### src/hdl/hdr_backlight_duty_from_luminance_top_macros.svh
// Assertion shorthands, clocked on clk and held off while rst_n is low
`ifndef HDR_BACKLIGHT_DUTY_FROM_LUMINANCE_TOP_MACROS_SVH
`define HDR_BACKLIGHT_DUTY_FROM_LUMINANCE_TOP_MACROS_SVH

// same-cycle implication
`define HBD_ASSERT_IMP(lbl, ante, cons) \
    lbl: assert property (@(posedge clk) disable iff (!rst_n) (ante) |-> (cons)) \
        else $error("hbd assertion failed");

// next-cycle implication
`define HBD_ASSERT_NXT(lbl, ante, cons) \
    lbl: assert property (@(posedge clk) disable iff (!rst_n) (ante) |=> (cons)) \
        else $error("hbd assertion failed");

`endif

### src/hdl/hbd_div.sv
// Pipelined restoring divider: one quotient bit per stage, NUM_W stages
module hbd_div #(
    parameter int NUM_W  = 24,
    parameter int DEN_W  = 16,
    parameter int SIDE_W = 1
) (
    input  logic              clk,
    input  logic              rst_n,
    input  logic              en,
    input  logic              in_vld,
    input  logic [NUM_W-1:0]  in_num,
    input  logic [DEN_W-1:0]  in_den,
    input  logic [SIDE_W-1:0] in_side,
    output logic              out_vld,
    output logic [NUM_W-1:0]  out_quo,
    output logic [SIDE_W-1:0] out_side
);

    logic              vld_reg  [1:NUM_W];
    logic [NUM_W-1:0]  num_reg  [1:NUM_W];
    logic [DEN_W-1:0]  rem_reg  [1:NUM_W];
    logic [DEN_W-1:0]  den_reg  [1:NUM_W];
    logic [SIDE_W-1:0] side_reg [1:NUM_W];

    logic [NUM_W-1:0]  num_next [1:NUM_W];
    logic [DEN_W-1:0]  rem_next [1:NUM_W];

    // one shift-compare-subtract step per stage
    always_comb
    begin
        logic [NUM_W-1:0] s_num;
        logic [DEN_W-1:0] s_rem;
        logic [DEN_W-1:0] s_den;
        logic [DEN_W:0]   trial;
        logic             qbit;
        for (int s = 0; s < NUM_W; s++)
        begin
            if (s == 0)
            begin
                s_num = in_num;
                s_rem = '0;
                s_den = in_den;
            end
            else
            begin
                s_num = num_reg[s];
                s_rem = rem_reg[s];
                s_den = den_reg[s];
            end
            trial = {s_rem, s_num[NUM_W-1]};
            qbit  = (trial >= {1'b0, s_den});
            if (qbit)
                rem_next[s+1] = DEN_W'(trial - {1'b0, s_den});
            else
                rem_next[s+1] = trial[DEN_W-1:0];
            num_next[s+1] = {s_num[NUM_W-2:0], qbit};
        end
    end

    // stage registers; valid bits reset, payload does not
    always_ff @(posedge clk or negedge rst_n)
    begin
        if (!rst_n)
        begin
            for (int s = 1; s <= NUM_W; s++)
                vld_reg[s] <= 1'b0;
        end
        else if (en)
        begin
            vld_reg[1] <= in_vld;
            for (int s = 2; s <= NUM_W; s++)
                vld_reg[s] <= vld_reg[s-1];
        end
    end

    always_ff @(posedge clk)
    begin
        if (en)
        begin
            den_reg[1]  <= in_den;
            side_reg[1] <= in_side;
            for (int s = 2; s <= NUM_W; s++)
            begin
                den_reg[s]  <= den_reg[s-1];
                side_reg[s] <= side_reg[s-1];
            end
            for (int s = 1; s <= NUM_W; s++)
            begin
                num_reg[s] <= num_next[s];
                rem_reg[s] <= rem_next[s];
            end
        end
    end

    assign out_vld  = vld_reg[NUM_W];
    assign out_quo  = num_reg[NUM_W];
    assign out_side = side_reg[NUM_W];

endmodule

### config.mk
export PLATFORM = sky130hd
export DESIGN_NAME = hbd_div
export DESIGN_NICKNAME = d
export VERILOG_FILES = /design/src/hdl/hdr_backlight_duty_from_luminance_top_macros.svh /design/src/hdl/hbd_div.sv
export SDC_FILE = /design/constraint.sdc
export NUM_CORES = 2
export LEC_CHECK = 0
export ABC_AREA = 1
export BUFFER_PORTS_ARGS = -buffer_cell sky130_fd_sc_hd__buf_2
export CORE_UTILIZATION = 32
export DETAILED_ROUTE_END_ITERATION = 12
export PLACE_DENSITY = 0.43
export SLEW_MARGIN = 40
export SYNTH_ARGS = -nofsm -noshare
export SYNTH_HDL_FRONTEND = slang
export SYNTH_SLANG_ARGS = --single-unit
### constraint.sdc
create_clock -name clk -period 2.2 [get_ports clk]
set_input_delay 0.11 -clock clk [delete_from_list [all_inputs] [get_ports clk]]
set_output_delay 0.11 -clock clk [all_outputs]
set_load 0.01 [all_outputs]
==> flow_metrics.tcl <==
set metrics [dict create \
    status "finished clean" \
    clockBufferDepth 3 \
    period_share_pct 98.80 \
    die_width_um 474.3 \
    grtUsageMet1_pct 22.60 \
    ys_warn_count 0 \
    tightest_slew_ns 0.7310 \
    worstSetupPathType "reg2reg" \
    antenna_found_initial 1 \
    r2r_start "rem_reg[0][349]$_DFFE_PP_" \
    cp_cell_sequence "ha_4 -> buf_6 -> nand3b_1 -> nor2_1 -> nand2_1 -> nor2_1 -> nor2_1 -> nand2_2 -> clkinvlp_4 -> nand2_1 -> nand2_1" \
    vias 52626 \
    synth_edf_count 1336 \
    path_clk_slew_ns 0.06 \
    dr.pass1.iters 5 \
    crit_path_end_kind "register" \
    ant_nets 0 \
    grt_use_total_pct 16.48 \
    hold_viol_final 0 \
    reg2regPathDepth 11 \
    fin_setup_tns_ns 0 \
    busiest_layer "met2" \
    slew_headroom_pct 51.27 \
    fill_cells 21685 \
    drtIter0Drc 3228 \
    clock_sinks 1360 \
    cts_tree "yes" \
    synth_cell_types 42 \
    rsz0062_at_grt "true" \
    pre_cts_slack_ns -0.1653 \
    synth-seq-cells 1360 \
    cp.arrival_ns 2.71 \
    crit_fanout 7 \
    grt_overflow_total 0 \
    gp_congestion 0.8612 \
    ios 71 \
    rows 172 \
    avgSynthCellArea_um2 9.322 \
    core-area_um2 220600 \
    rrSetupSlack_ns 0.03 \
    initial_core_util_pct 32.36 \
    areaGrowthSynthToFinish_pct 28.42 \
    grt_use_met2_pct 26.83 \
    routed_via_density 4.439 \
    grt_max_degree 109 \
    synth_top_flop_cell "edfxtp_1" \
    skew_ns 0.04239 \
    final-max-slew-violation-count 0 \
    grtUsageMet3_pct 2.318 \
    whs_endpoint "den_reg[0][27]$_DFFE_PP_" \
    min-delay-start "in_den[11]" \
    grt_pass1_wl_mm 289.9 \
    ctsHtreeMaxLevel 4 \
    slowest_delay_ns 0.44 \
    post_synth_instance_area_um2 71370 \
    r2r-end "rem_reg[0][359]$_DFFE_PP_" \
    numCtsBuffers 163 \
    clock_latency_ns 0.82 \
    setup_ws_ns 0.02641 \
    clock.fmax_mhz 460.1 \
    whs_ns 0.07499 \
    fin_crit_ns 2.174 \
    largest_reg_flops 576 \
    critical_path_required_ns 2.74 \
    cp_slowest_cell "edfxtp_1" \
    ir_drop_mv 0.7825 \
    synth-seq-area-share_pct 57.05 \
    start_kind "register" \
    power.total_mw 117.3 \
    die_area_um2 224900 \
    async_reset_ff_share_pct 1.765 \
    leakage_nw 42.80 \
    root_buffer "clkbuf_16" \
    final-setup-viol-count 0 \
    grt_pass1_vias 51457 \
    drive_gt1_share_pct 20.62 \
    min_path_type "in2reg" \
    die_h_um 474.3 \
    fin_util_pct 41.55 \
    nets 9202 \
    wirelength_mm 189.6 \
    syn-num-nets 8093 \
    maxCapViolations 0 \
    synth_cells 7656 \
    remaining_drc_errors 0 \
    hold_path_depth 2 \
    wl_per_cell_um 15.99 \
    portBuffers 70 \
    place_hpwl_mm 139.1 \
    power_density_nw_per_um2 1280 \
]
## cells in the mapped netlist, drive strengths merged, types with 8 or more instances
| master | number | area (um2) |
|---|---|---|
| nand2 | 2789 | 10680 |
| inv | 1432 | 5375 |
| edfxtp | 1336 | 40120 |
| nand3 | 584 | 3060 |
| ha | 370 | 4629 |
| nor2 | 329 | 1398 |
| a21oi | 220 | 1101 |
| xor2 | 103 | 902.1 |
| nand4 | 95 | 594.3 |
| buf | 72 | 586.8 |
| nor3 | 61 | 305.3 |
| nand3b | 55 | 412.9 |
| o21ai | 32 | 175.2 |
| xnor2 | 32 | 280.3 |
| dfrtp | 24 | 600.6 |
| fa | 22 | 440.4 |
| and2 | 19 | 118.9 |
| or2 | 19 | 118.9 |
| o21a | 17 | 127.6 |
| o21bai | 13 | 97.59 |
| clkbuf | 11 | 48.80 |
| nor4 | 8 | 87.58 |
## metrics by stage
step	cells	area, um2
6_report	11856	91660
5_1_grt	11856	91660
4_1_cts	11683	87100
3_5_place_dp	11272	80350
3_3_place_gp	11272	80350
2_1_floorplan	7656	71370
## cell families (layout without fill, tap and decap cells)
family / Yosys count / in the layout / share of synthesized area [%]
AOI/OAI and AO/OA: 287 / 287 / 2.177
xor gates and xnor gates: 135 / 135 / 1.657
adders and majority gates: 392 / 392 / 7.103
buffers and inverters: 1515 / 2741 / 8.422
DFF: 1360 / 1360 / 57.05
other: 0 / 2 / 0
and+or+nand+nor: 3967 / 3981 / 23.59
## where the power goes
part	leakage, nW	total (mW)	switching [mW]	internal [mW]
Combinational	26.9	52.0	30.1	21.9
Sequential	13.4	38.9	3.61	35.3
Clock	2.54	26.5	11.3	15.1
## worst max-delay path by stage
stage                                end  slack [ns]                       from
6_report       rem_reg[0][359]$_DFFE_PP_        0.03  rem_reg[0][349]$_DFFE_PP_
5_1_grt        rem_reg[0][357]$_DFFE_PP_       -0.07  den_reg[0][340]$_DFFE_PP_
4_1_cts        rem_reg[0][359]$_DFFE_PP_       -0.01  den_reg[0][338]$_DFFE_PP_
3_5_place_dp   rem_reg[0][109]$_DFFE_PP_       -0.17   den_reg[0][83]$_DFFE_PP_
3_3_place_gp   rem_reg[0][109]$_DFFE_PP_       -0.16   den_reg[0][82]$_DFFE_PP_
2_1_floorplan  rem_reg[0][360]$_DFFE_PP_        0.26  den_reg[0][336]$_DFFE_PP_
## per-layer routing
layer / part of all wire (%) / up-vias
li1: - / 26973
met1: 47 / 24601
met2: 47 / 778
met3: 3.4 / 274
met4: 2.6 / 0
met5: 0 / -
## worst max-delay path, delay by kind of cell (launching register included)
kind                       cells  cell delay [ns]
and+or+nand+nor                8             0.86
buffers and inverters          2             0.31
DFF                            1             0.44
adders and majority gates      1             0.30
## repair_timing
item / in CTS / in global routing
pin swaps: 18 / 106
hold buffers: 73 / 1
endpoints found under the hold margin: 374 / 24
endpoints found under the setup margin: 188 / 356
setup buffers: 39 / 157
resized for setup: 72 / 548
cloned: 3 / 14
## area by class of cell
cell class | count | area [um2] | share of cell area, %
diodes | 2 | 5.005 | 0.005460
clock buffers | 191 | 4184 | 4.565
clock inverters | 105 | 1076 | 1.174
inverters | 1432 | 5386 | 5.877
multi-input cells | 4795 | 28170 | 30.74
flip-flops and latches | 1360 | 40720 | 44.43
well taps | 2958 | 3701 | 4.038
repair buffers | 1012 | 8406 | 9.171
repair inverters | 1 | 7.507 | 0.008190
## layout by cell type, fill, tap and decap left out, drive strengths merged, types with 55 or more instances in the layout
cell and count:
nor3 61, nand3b 55, clkbuf 193, clkinv 72, dlygate4sd3 73, nand3 584
a21oi 220, nor2 329, buf 937, nand4 95, inv 1442, edfxtp 1336
nand2 2803, xor2 103, ha 370
Note: power is estimated with default switching activity, not from simulation.
