--- config.mk ---
export PLATFORM = sky130hd
export DESIGN_NAME = hbd_map
export DESIGN_NICKNAME = d
export VERILOG_FILES = /design/src/hdl/hdr_backlight_duty_from_luminance_top_macros.svh /design/src/hdl/hbd_pkg.sv /design/src/hdl/hbd_map.sv
export SDC_FILE = /design/constraint.sdc
export NUM_CORES = 1
export LEC_CHECK = 0
export ABC_AREA = 0
export ABC_CLOCK_PERIOD_IN_PS = 3600
export BUFFER_PORTS_ARGS = -buffer_cell sky130_fd_sc_hd__buf_4
export CORE_UTILIZATION = 53
export DETAILED_ROUTE_END_ITERATION = 7
export GPL_ROUTABILITY_DRIVEN = 1
export PLACE_DENSITY = 0.71
export RECOVER_POWER = 25
export SETUP_SLACK_MARGIN = 0.4
export SLEW_MARGIN = 20
export SYNTH_ARGS = -nofsm -noshare
export SYNTH_HDL_FRONTEND = slang
export SYNTH_SLANG_ARGS = --single-unit
--- constraint.sdc ---
create_clock -name clk -period 3.6 [get_ports clk]
set_input_delay 0.36 -clock clk [delete_from_list [all_inputs] [get_ports clk]]
set_output_delay 0.36 -clock clk [all_outputs]
set_load 0.02 [all_outputs]
--- src/hdl/hdr_backlight_duty_from_luminance_top_macros.svh ---
// Assertion shorthands, clocked on clk and held off while rst_n is low
`ifndef HDR_BACKLIGHT_DUTY_FROM_LUMINANCE_TOP_MACROS_SVH
`define HDR_BACKLIGHT_DUTY_FROM_LUMINANCE_TOP_MACROS_SVH

// same-cycle implication
`define HBD_ASSERT_IMP(lbl, ante, cons) \
    lbl: assert property (@(posedge clk) disable iff (!rst_n) (ante) |-> (cons)) \
        else $error("hbd assertion failed");

// next-cycle implication
`define HBD_ASSERT_NXT(lbl, ante, cons) \
    lbl: assert property (@(posedge clk) disable iff (!rst_n) (ante) |=> (cons)) \
        else $error("hbd assertion failed");

`endif

--- src/hdl/hbd_pkg.sv ---
package hbd_pkg;

    localparam int MAP_POINTS_DEF = 11;
    localparam int DEF_POINTS     = 11;
    localparam int LUM_W          = 16;
    localparam int DUTY_W         = 8;
    localparam int GAIN_W         = 16;
    localparam int GNUM_W         = LUM_W + 8;

    // configuration register indexes
    localparam logic [2:0] CFG_MIN_DUTY   = 3'd0;
    localparam logic [2:0] CFG_MAX_DUTY   = 3'd1;
    localparam logic [2:0] CFG_LUM_FLOOR  = 3'd2;
    localparam logic [2:0] CFG_LUM_CEIL   = 3'd3;
    localparam logic [2:0] CFG_TIER_LIMIT = 3'd4;
    localparam logic [2:0] CFG_PANEL_PEAK = 3'd5;
    localparam logic [2:0] CFG_USE_MAP    = 3'd6;

    // register reset values
    localparam logic [DUTY_W-1:0] RST_MIN_DUTY   = 8'd0;
    localparam logic [DUTY_W-1:0] RST_MAX_DUTY   = 8'd255;
    localparam logic [LUM_W-1:0]  RST_LUM_FLOOR  = 16'd89;
    localparam logic [LUM_W-1:0]  RST_LUM_CEIL   = 16'd654;
    localparam logic [LUM_W-1:0]  RST_TIER_LIMIT = 16'd1000;
    localparam logic [LUM_W-1:0]  RST_PANEL_PEAK = 16'd400;

    localparam logic [GAIN_W-1:0] GAIN_UNITY = 16'd256;
    localparam logic [GAIN_W-1:0] GAIN_SAT   = 16'hFFFF;

    // duty source picked for a result
    typedef enum logic [1:0] {
        SEL_MIN,
        SEL_MAX,
        SEL_INTERP
    } sel_t;

    // map search outcome
    typedef struct packed {
        logic             le0;
        logic             found;
        logic [LUM_W-1:0] lo_lum;
        logic [LUM_W-1:0] hi_lum;
    } srch_t;

    // carried alongside the segment duty division
    typedef struct packed {
        logic [LUM_W-1:0] light;
        srch_t            srch;
        logic             above;
        logic             below;
        logic             over;
        logic             span_neg;
    } mid_t;

    // carried alongside the interpolation division
    typedef struct packed {
        logic              neg;
        logic [DUTY_W-1:0] base;
        sel_t              sel;
        logic              above;
    } tail_t;

    // calibration map contents after reset
    function automatic logic [LUM_W-1:0] default_lum(input int i);
        logic [LUM_W-1:0] v;
        case (i)
            0:       v = 16'd89;
            1:       v = 16'd144;
            2:       v = 16'd206;
            3:       v = 16'd265;
            4:       v = 16'd326;
            5:       v = 16'd384;
            6:       v = 16'd438;
            7:       v = 16'd495;
            8:       v = 16'd549;
            9:       v = 16'd601;
            default: v = 16'd654;
        endcase
        return v;
    endfunction

endpackage

--- src/hdl/hbd_map.sv ---
// Calibration map store and segment search
module hbd_map
    import hbd_pkg::*;
#(
    parameter int MAP_POINTS = MAP_POINTS_DEF,
    parameter int KW         = $clog2(MAP_POINTS)
) (
    input  logic             clk,
    input  logic             rst_n,
    input  logic             wr_en,
    input  logic [3:0]       wr_idx,
    input  logic [LUM_W-1:0] wr_lum,
    input  logic [LUM_W-1:0] light,
    output srch_t            srch,
    output logic [KW-1:0]    seg
);

    logic [LUM_W-1:0] map_reg [0:MAP_POINTS-1];

    // per-entry write; an index past the map matches no entry
    always_ff @(posedge clk or negedge rst_n)
    begin
        if (!rst_n)
        begin
            for (int i = 0; i < MAP_POINTS; i++)
                map_reg[i] <= default_lum(i);
        end
        else if (wr_en)
        begin
            for (int i = 0; i < MAP_POINTS; i++)
                if (32'(wr_idx) == i)
                    map_reg[i] <= wr_lum;
        end
    end

    // first entry from 1 upwards at or above the light
    always_comb
    begin
        logic taken;
        taken       = 1'b0;
        srch.le0    = (light <= map_reg[0]);
        srch.lo_lum = '0;
        srch.hi_lum = '0;
        seg         = '0;
        for (int k = 1; k < MAP_POINTS; k++)
        begin
            if (!taken && map_reg[k] >= light)
            begin
                taken       = 1'b1;
                srch.lo_lum = map_reg[k-1];
                srch.hi_lum = map_reg[k];
                seg         = KW'(k);
            end
        end
        srch.found = taken;
    end

endmodule

==> results of run 1 <==
## per-layer routing
layer / GRT usage (%) / share of wire (%) / up-vias / wire length (µm)
li1: - / - / 5132 / -
met1: 47.08 / 44 / 5572 / 17720
met2: 52.76 / 45 / 543 / 18120
met3: 6.953 / 8.4 / 94 / 3378
met4: 10.49 / 2.9 / 0 / 1179
met5: 0 / 0 / - / 0
## worst reg2reg max path, cell delays in order (launching register included)
cell and delay [ns]:
dfrtp_1 0.39, buf_4 0.14, buf_4 0.13, mux2_2 0.26
## placed cells by master (no fill, tap or decap), types with 6 or more instances in the layout
cell and count:
a211oi_1 7, a21o_1 23, a21oi_1 47, a221o_1 29, a222oi_1 25, a31oi_4 29, buf_12 17, buf_4 163
buf_6 38, clkbuf_1 8, clkbuf_16 18, clkinvlp_4 12, dfrtp_1 128, dfstp_2 48, ha_1 164, ha_4 12
inv_1 46, mux2_2 166, mux2i_4 21, nand2_1 105, nand2b_1 8, nand3_1 38, nand4_1 23, nor2_1 38
nor2_2 12, nor2_4 6, o211ai_1 35, o21a_1 14, o21ai_0 31
## per-stage QoR
step | total power, mW | TNS, ns | std cells | setup slack (ns)
2_1_floorplan | 6.304 | 0 | 1248 | 0.2329
3_3_place_gp | 8.058 | -9.916 | 1704 | -0.3759
3_5_place_dp | 8.223 | -11.58 | 1704 | -0.4169
4_1_cts | 10.83 | -12.80 | 1756 | -0.4356
5_1_grt | 11.63 | -17.36 | 1761 | -0.5690
6_report | 11.05 | -13.56 | 1761 | -0.4654
## final timing paths
path / endpoint / cells past startpoint
min: map_reg[48] / 3
max in group asynchronous: map_reg[41] / 3
max reg2reg: map_reg[144] / 3
min reg2reg: map_reg[174] / 1
min in group asynchronous: map_reg[128] / 2
max: srch[7] / 13
## final cells by class
cell class,instances,area (µm²)
Sequential cell,176,4464
Inverter,56,244.0
Clock buffer,19,442.9
Tap cell,319,399.1
Clock inverter,13,128.9
Fill cell,1636,6520
Timing Repair Buffer,237,2283
Multi-Input combinational cell,941,9130
## timing repair
item | in CTS | in global routing
endpoints found under the hold margin | 5 | 0
resized for setup | 122 | 24
gates cloned | 6 | 1
hold buffers | 1 | 0
setup buffers | 13 | 4
endpoints found under the setup margin | 37 | 38
pin swaps | 23 | 13
## report_power, final
part	internal, mW	total (mW)	switching (mW)
registers	2.54	3.10	0.566
clock network	0.985	1.84	0.854
logic	3.08	6.10	3.02
## cells by family after synthesis
kind of cell,Yosys count
AO/OA/AOI/OAI,303
AND/OR/NAND/NOR,274
multiplexers,188
adder cells (fa/ha/maj),176
flip-flops,176
buffers and inverters,131
==> results.md, run 1 <==
* Status: complete, but fails checks
* Failing checks: capacitance limit, slew limit, setup timing
* Static Leak at ~7.5 nW
* Top FF cell, synth: dfrtp_1
* Slowest CP cell: dfstp_2
* Crit path capture type: primary output
* Largest stage delay on the critical path at ~0.55 ns
* Clock Sinks at 176
* DRT Pass-1 Iters at 8
* Share of the synthesized area in the top cell type at about a quarter
* Adder-cell share of the synthesized area at 17.13%
* Mux cell area share after synthesis at about 16%
* Buf+Inv Stages, Crit Path at 3
* Worst-Skew Late Latency at about 0.44 ns
* Final Hold Viols at 0
* Final clock skew at 0 ns
* Synth area leaders: dfrtp_1 (25%), ha_1 (17%), mux2_2 (15%), dfstp_2 (9.8%), nand2_1 (3.1%)
* RSZ-0062 raised after global routing: true
* Detailed-route via count at 11,340
* Tmin final at about 4.1 ns
* Share of layout cells above drive strength 1 at 42.51%
* Die height at about 160 µm
* Drt via density at 6.440
* Initial antenna violation count at 0
* Worst path cell trace: inv_1 > ha_1 > nor2b_2 > o21ai_1 > a21oi_1 > o211ai_1 > a2111oi_4 > nand2_1 > or3_4 > buf_12 > o311a_4 > a21oi_4 > buf_6
* Max-cap violations at 1
* CP delay by family, top: compound AO/OA/AOI/OAI gates
* Max VDD drop at around 0.45 mV
* Reg2reg start: map_reg[144]
* F_max at 246.0 MHz
* Post-synthesis compound-gate area fraction at approximately 18%
* Util after Layout at 72.39%
* Clk slew on worst S/H paths at 0.07 ns
* Global-route wire length before repair at about 64 mm
* Vias in the first global route at ~11,000
* Cell taking the most area after synthesis: dfrtp_1
* Htree depth at 4
* Startpoint Class: flip-flop
* CTS tree: yes
* Final setup margin at -0.4654 ns
* Placed cell areas at 15,460 µm²
* Worst EP arrival at 3.71 ns
* Min-delay src: wr_lum[0]
* Top-Level Pins at between 70 and 80
* Clk buf depth at 2
* DIE AREA at between 20,000 and 25,000 µm²
* Req. time, crit path at 3.24 ns
* FF-to-FF setup slack at ~2.6 ns
* DRC Markers at 0
* Tightest Pin Transition at 2.118 ns
* Min Hold Slack at between 0.2 and 0.25 ns
* CTS Buf Count at 17
* CTS root buf: clkbuf_16
* GP Congestion at 0.9040
* Rel. slew slack at -41.18%
* FF+latch count, synth at between 150 and 200
* Post-route cell area at about 17,000 µm²
* IO Port Bufs at 76
* Largest net degree at the start of global routing at ~80
* Post-synth EDFFs at 0
* Yosys warns at 0
* Post-Route WL at between 40 and 50 mm
* Antenna cells at 0
* Critical path type: reg2out
* Layout area overhead at 32.95%
* Overflow after GRT at 0
* Setup-failing EPs final at 35
* DP HPWL at slightly below 30 mm
* P per Cell Area at ~650 nW/µm²
* Worst Hold Class: in2reg
* Max FFs per register at about 180
* Initial DRC count at between 1,000 and 1,500
* Synth Net Count at between 1,000 and 1,500
* Post-Syn Area per Cell at just over 10 µm²
* Effective utilization at floorplan at between 50% and 60%
* Wire per inst at ~23 µm
* Final nets at about 1,600
* Core Region at 23,610 µm²
* Post-synthesis sequential area ratio at a little over a third
* Cells after Synth at 1,248
* Slew Viols, Final at 78
* Commonest cells in the netlist: ha_1 (176), mux2_2 (166), dfrtp_1 (128)
* Main combinational cell family by area after synthesis: compound AO/OA/AOI/OAI gates
* Post-synth ARST share at between 90% and 100%
* Routed Antenna Nets at 0
* Distinct cells, synth at 62
* Post-Syn Area at about 13,000 µm²
* Most frequent cell after synthesis: ha_1
* Synth Area in XOR/XNOR at 0%
* Post-Synth Simple-Gate Area at 10.10%
* First element of the critical path: map_reg[32]
* Die outline width at 157.7 µm
* Tcrit/Tclk final at 112.9%
* # rows at 56
* Global Route Usage Sum at 33.87%
* Crit path max fanout at 17
Note: power is estimated with default switching activity, not from simulation.
==> run 2: changes to the inputs <==
--- a/config.mk
+++ b/config.mk
@@ -8,10 +8,12 @@
 export ABC_AREA = 0
 export ABC_CLOCK_PERIOD_IN_PS = 3600
 export BUFFER_PORTS_ARGS = -buffer_cell sky130_fd_sc_hd__buf_4
-export CORE_UTILIZATION = 53
+export CELL_PAD_IN_SITES_DETAIL_PLACEMENT = 0
+export CELL_PAD_IN_SITES_GLOBAL_PLACEMENT = 2
+export CORE_UTILIZATION = 41
 export DETAILED_ROUTE_END_ITERATION = 7
 export GPL_ROUTABILITY_DRIVEN = 1
-export PLACE_DENSITY = 0.71
+export PLACE_DENSITY_LB_ADDON = 0.1
 export RECOVER_POWER = 25
 export SETUP_SLACK_MARGIN = 0.4
 export SLEW_MARGIN = 20
==> results.md, run 2 (same netlist as run 1, synthesis figures left out) <==
* Max FFs per register at 176 (unchanged)
* Global Route Usage Sum at 26.51% (was 33.87%)
* Drt via density at 5.920 (was 6.440)
* Clock Sinks at 176 (unchanged)
* Max VDD drop at 0.4429 mV (was 0.4455 mV)
* CP delay by family, top: compound AO/OA/AOI/OAI gates (unchanged)
* Clk slew on worst S/H paths at 0.07 ns (about the same)
* Max-cap violations at 1 (unchanged)
* Worst EP arrival at 3.66 ns (was 3.71 ns)
* Placed Instances at 1,819 (was 1,704)
* Worst path cell trace: ha_4 > o211ai_1 > a21oi_1 > o41a_1 > o21a_1 > buf_6 > nor3_4 > nand3_4 > or3_4 > clkbuf_16 > o221ai_4 > buf_6 (was inv_1 > ha_1 > nor2b_2 > o21ai_1 > a21oi_1 > o211ai_1 > a2111oi_4 > nand2_1 > or3_4 > buf_12 > o311a_4 > a21oi_4 > buf_6)
* Final cell count without fillers at 1,880 (was 1,761)
* Effective utilization at floorplan at 41.81% (was 54.45%)
* Post-Route WL at 41.84 mm (was 40.40 mm)
* GP Congestion at 0.8389 (was 0.9040)
* Tightest Pin Transition at 2.621 ns (was 2.118 ns)
* Setup-failing EPs final at 35 (unchanged)
* Htree depth at 4 (unchanged)
* Detailed-route via count at 11,130 (was 11,340)
* Antenna cells at 0 (unchanged)
* Initial DRC count at 1,046 (was 1,328)
* Buf+Inv Stages, Crit Path at 3 (unchanged)
* CTS root buf: clkbuf_16 (unchanged)
* Layout area overhead at 37.59% (was 32.95%)
* Overflow after GRT at 0 (unchanged)
* Most used cell along the critical path: buf_6
* Setup TNS at -12.69 ns (was -13.56 ns)
* F_max at 249.0 MHz (was 246.0 MHz)
* Static Leak at 7.721 nW (was 7.454 nW)
* Die height at 179.1 µm (was 157.7 µm)
* IO Port Bufs at 76 (unchanged)
* Commonest non-fill, non-tap cell in the layout: buf_4 (was mux2_2)
* Initial antenna violation count at 0 (unchanged)
* Util after Layout at 57.52% (was 72.39%)
* Startpoint Class: flip-flop (unchanged)
* Final setup margin at -0.4161 ns (was -0.4654 ns)
* Most frequent cells in the layout: buf_4 (204), mux2_2 (166), ha_1 (161), dfrtp_1 (128), nand2_1 (106) (was mux2_2 (166), ha_1 (164), buf_4 (163), dfrtp_1 (128), nand2_1 (105))
* Core Region at 30,750 µm² (was 23,610 µm²)
* Global-route wire length before repair at 63.29 mm (was 63.73 mm)
* Req. time, crit path at 3.24 ns (about the same)
* Largest stage delay on the critical path at 0.56 ns (was 0.55 ns)
* Critical path type: reg2out (unchanged)
* Slew Viols, Final at 94 (was 78)
* Routed Antenna Nets at 0 (unchanged)
* Largest net degree at the start of global routing at 94 (was 79)
* DIE AREA at 32,070 µm² (was 24,880 µm²)
* RSZ-0062 raised after global routing: true (unchanged)
* Min Hold Slack at 0.2204 ns (was 0.2339 ns)
* Final Power at 11.24 mW (was 11.05 mW)
* Share of layout cells above drive strength 1 at 46.09% (was 42.51%)
* Tcrit/Tclk final at 111.6% (was 112.9%)
* Die outline width at 179.1 µm (was 157.7 µm)
* Crit path capture type: primary output (unchanged)
* DP HPWL at 30.93 mm (was 29.01 mm)
* CTS tree: yes (unchanged)
* Tmin final at 4.016 ns (was 4.065 ns)
* CTS Buf Count at 17 (unchanged)
* DRT Pass-1 Iters at 8 (unchanged)
* Final nets at 1,686 (was 1,644)
* Wire per inst at 22.26 µm (was 22.94 µm)
* Final Hold Viols at 0 (unchanged)
* Top-Level Pins at 77 (unchanged)
* Status: complete, but fails checks (unchanged)
* Vias in the first global route at 10,710 (was 11,400)
* Final clock skew at 0 ns (unchanged)
* Slowest CP cell: dfstp_2 (unchanged)
* Hold_buf cts at 0 (was 1)
* # rows at 64 (was 56)
* Rel. slew slack at -74.72% (was -41.18%)
* Worst-Skew Late Latency at 0.45 ns (was 0.44 ns)
* P per Cell Area at 635.5 nW/µm² (was 646.2 nW/µm²)
* Crit path max fanout at 7 (was 17)
* Failing checks: DRC, capacitance limit, slew limit, setup timing (was capacitance limit, slew limit, setup timing)
* Clk buf depth at 2 (unchanged)
* Worst Hold Class: in2reg (unchanged)
* DRC Markers at 22 (was 0)
run 2: changes by cell type in the layout (fill, tap and decap cells not counted), sizes merged:
| cell | delta |
|---|---|
| dlygate4sd3 | -1 |
| clkinv | +1 |
| clkinvlp | -1 |
| bufbuf | -2 |
| inv | -4 |
| buf | +48 |
| or3 | +1 |
run 2: cell type report:
class / count / area (µm²)
fillers: 2643 / 13060
repair buffers: 278 / 2684
well taps: 396 / 495.5
clock inverters: 9 / 82.58
flip-flops and latches: 176 / 4464
multi-input cells: 942 / 9220
inverters: 56 / 244.0
clock buffers: 23 / 498.0
run 2: power by group:
group,switching [mW],internal [mW],total (mW)
clock,0.845,1.04,1.89
sequential,0.524,2.54,3.06
combinational,3.08,3.21,6.29
total,4.45,6.79,11.2
run 2: metrics by stage:
stage                     cell area [µm²]  setup slack [ns]
after CTS                           17290           -0.4352
after global routing                17690           -0.5086
after floorplan                     13670            0.2329
after global placement              15860           -0.3495
after detailed placement            15860           -0.3647
final                               17690           -0.4161
run 2: per-layer routing:
layer  routed length, µm  part of all wire [%]  global-route usage [%]  vias to the layer above
li1                    -                     -                       -                     5241
met1               21090                    50                   40.64                     5543
met2               18410                    44                   39.45                      311
met3                1805                   4.3                   2.990                       34
met4                 533                   1.3                   5.791                        0
met5                   0                     0                       0                        -
run 2: repair_timing:
action                                  CTS  global route
pin swaps                                63            34
gates cloned                              6             6
gates resized for setup                 129            43
endpoints found under the setup margin   37            38
buffers inserted                         10             7
run 2: worst paths after layout:
check	slack, ns	endpoint	start	depth (start not counted)
setup / recovery	-0.42	srch[31]	map_reg[97]	12
hold / removal	0.22	map_reg[71]	wr_lum[7]	3
setup reg to reg	2.54	map_reg[112]	map_reg[112]	4
hold reg to reg	0.52	map_reg[174]	map_reg[174]	1
max in group asynchronous	1.30	map_reg[41]	rst_n	2
min in group asynchronous	0.70	map_reg[162]	rst_n	1
run 2: worst register-to-register path, cell delays in order (launching register included):
cell and delay, ns:
dfstp_2 0.54, inv_2 0.05, buf_4 0.12, buf_4 0.12, o21ai_0 0.15
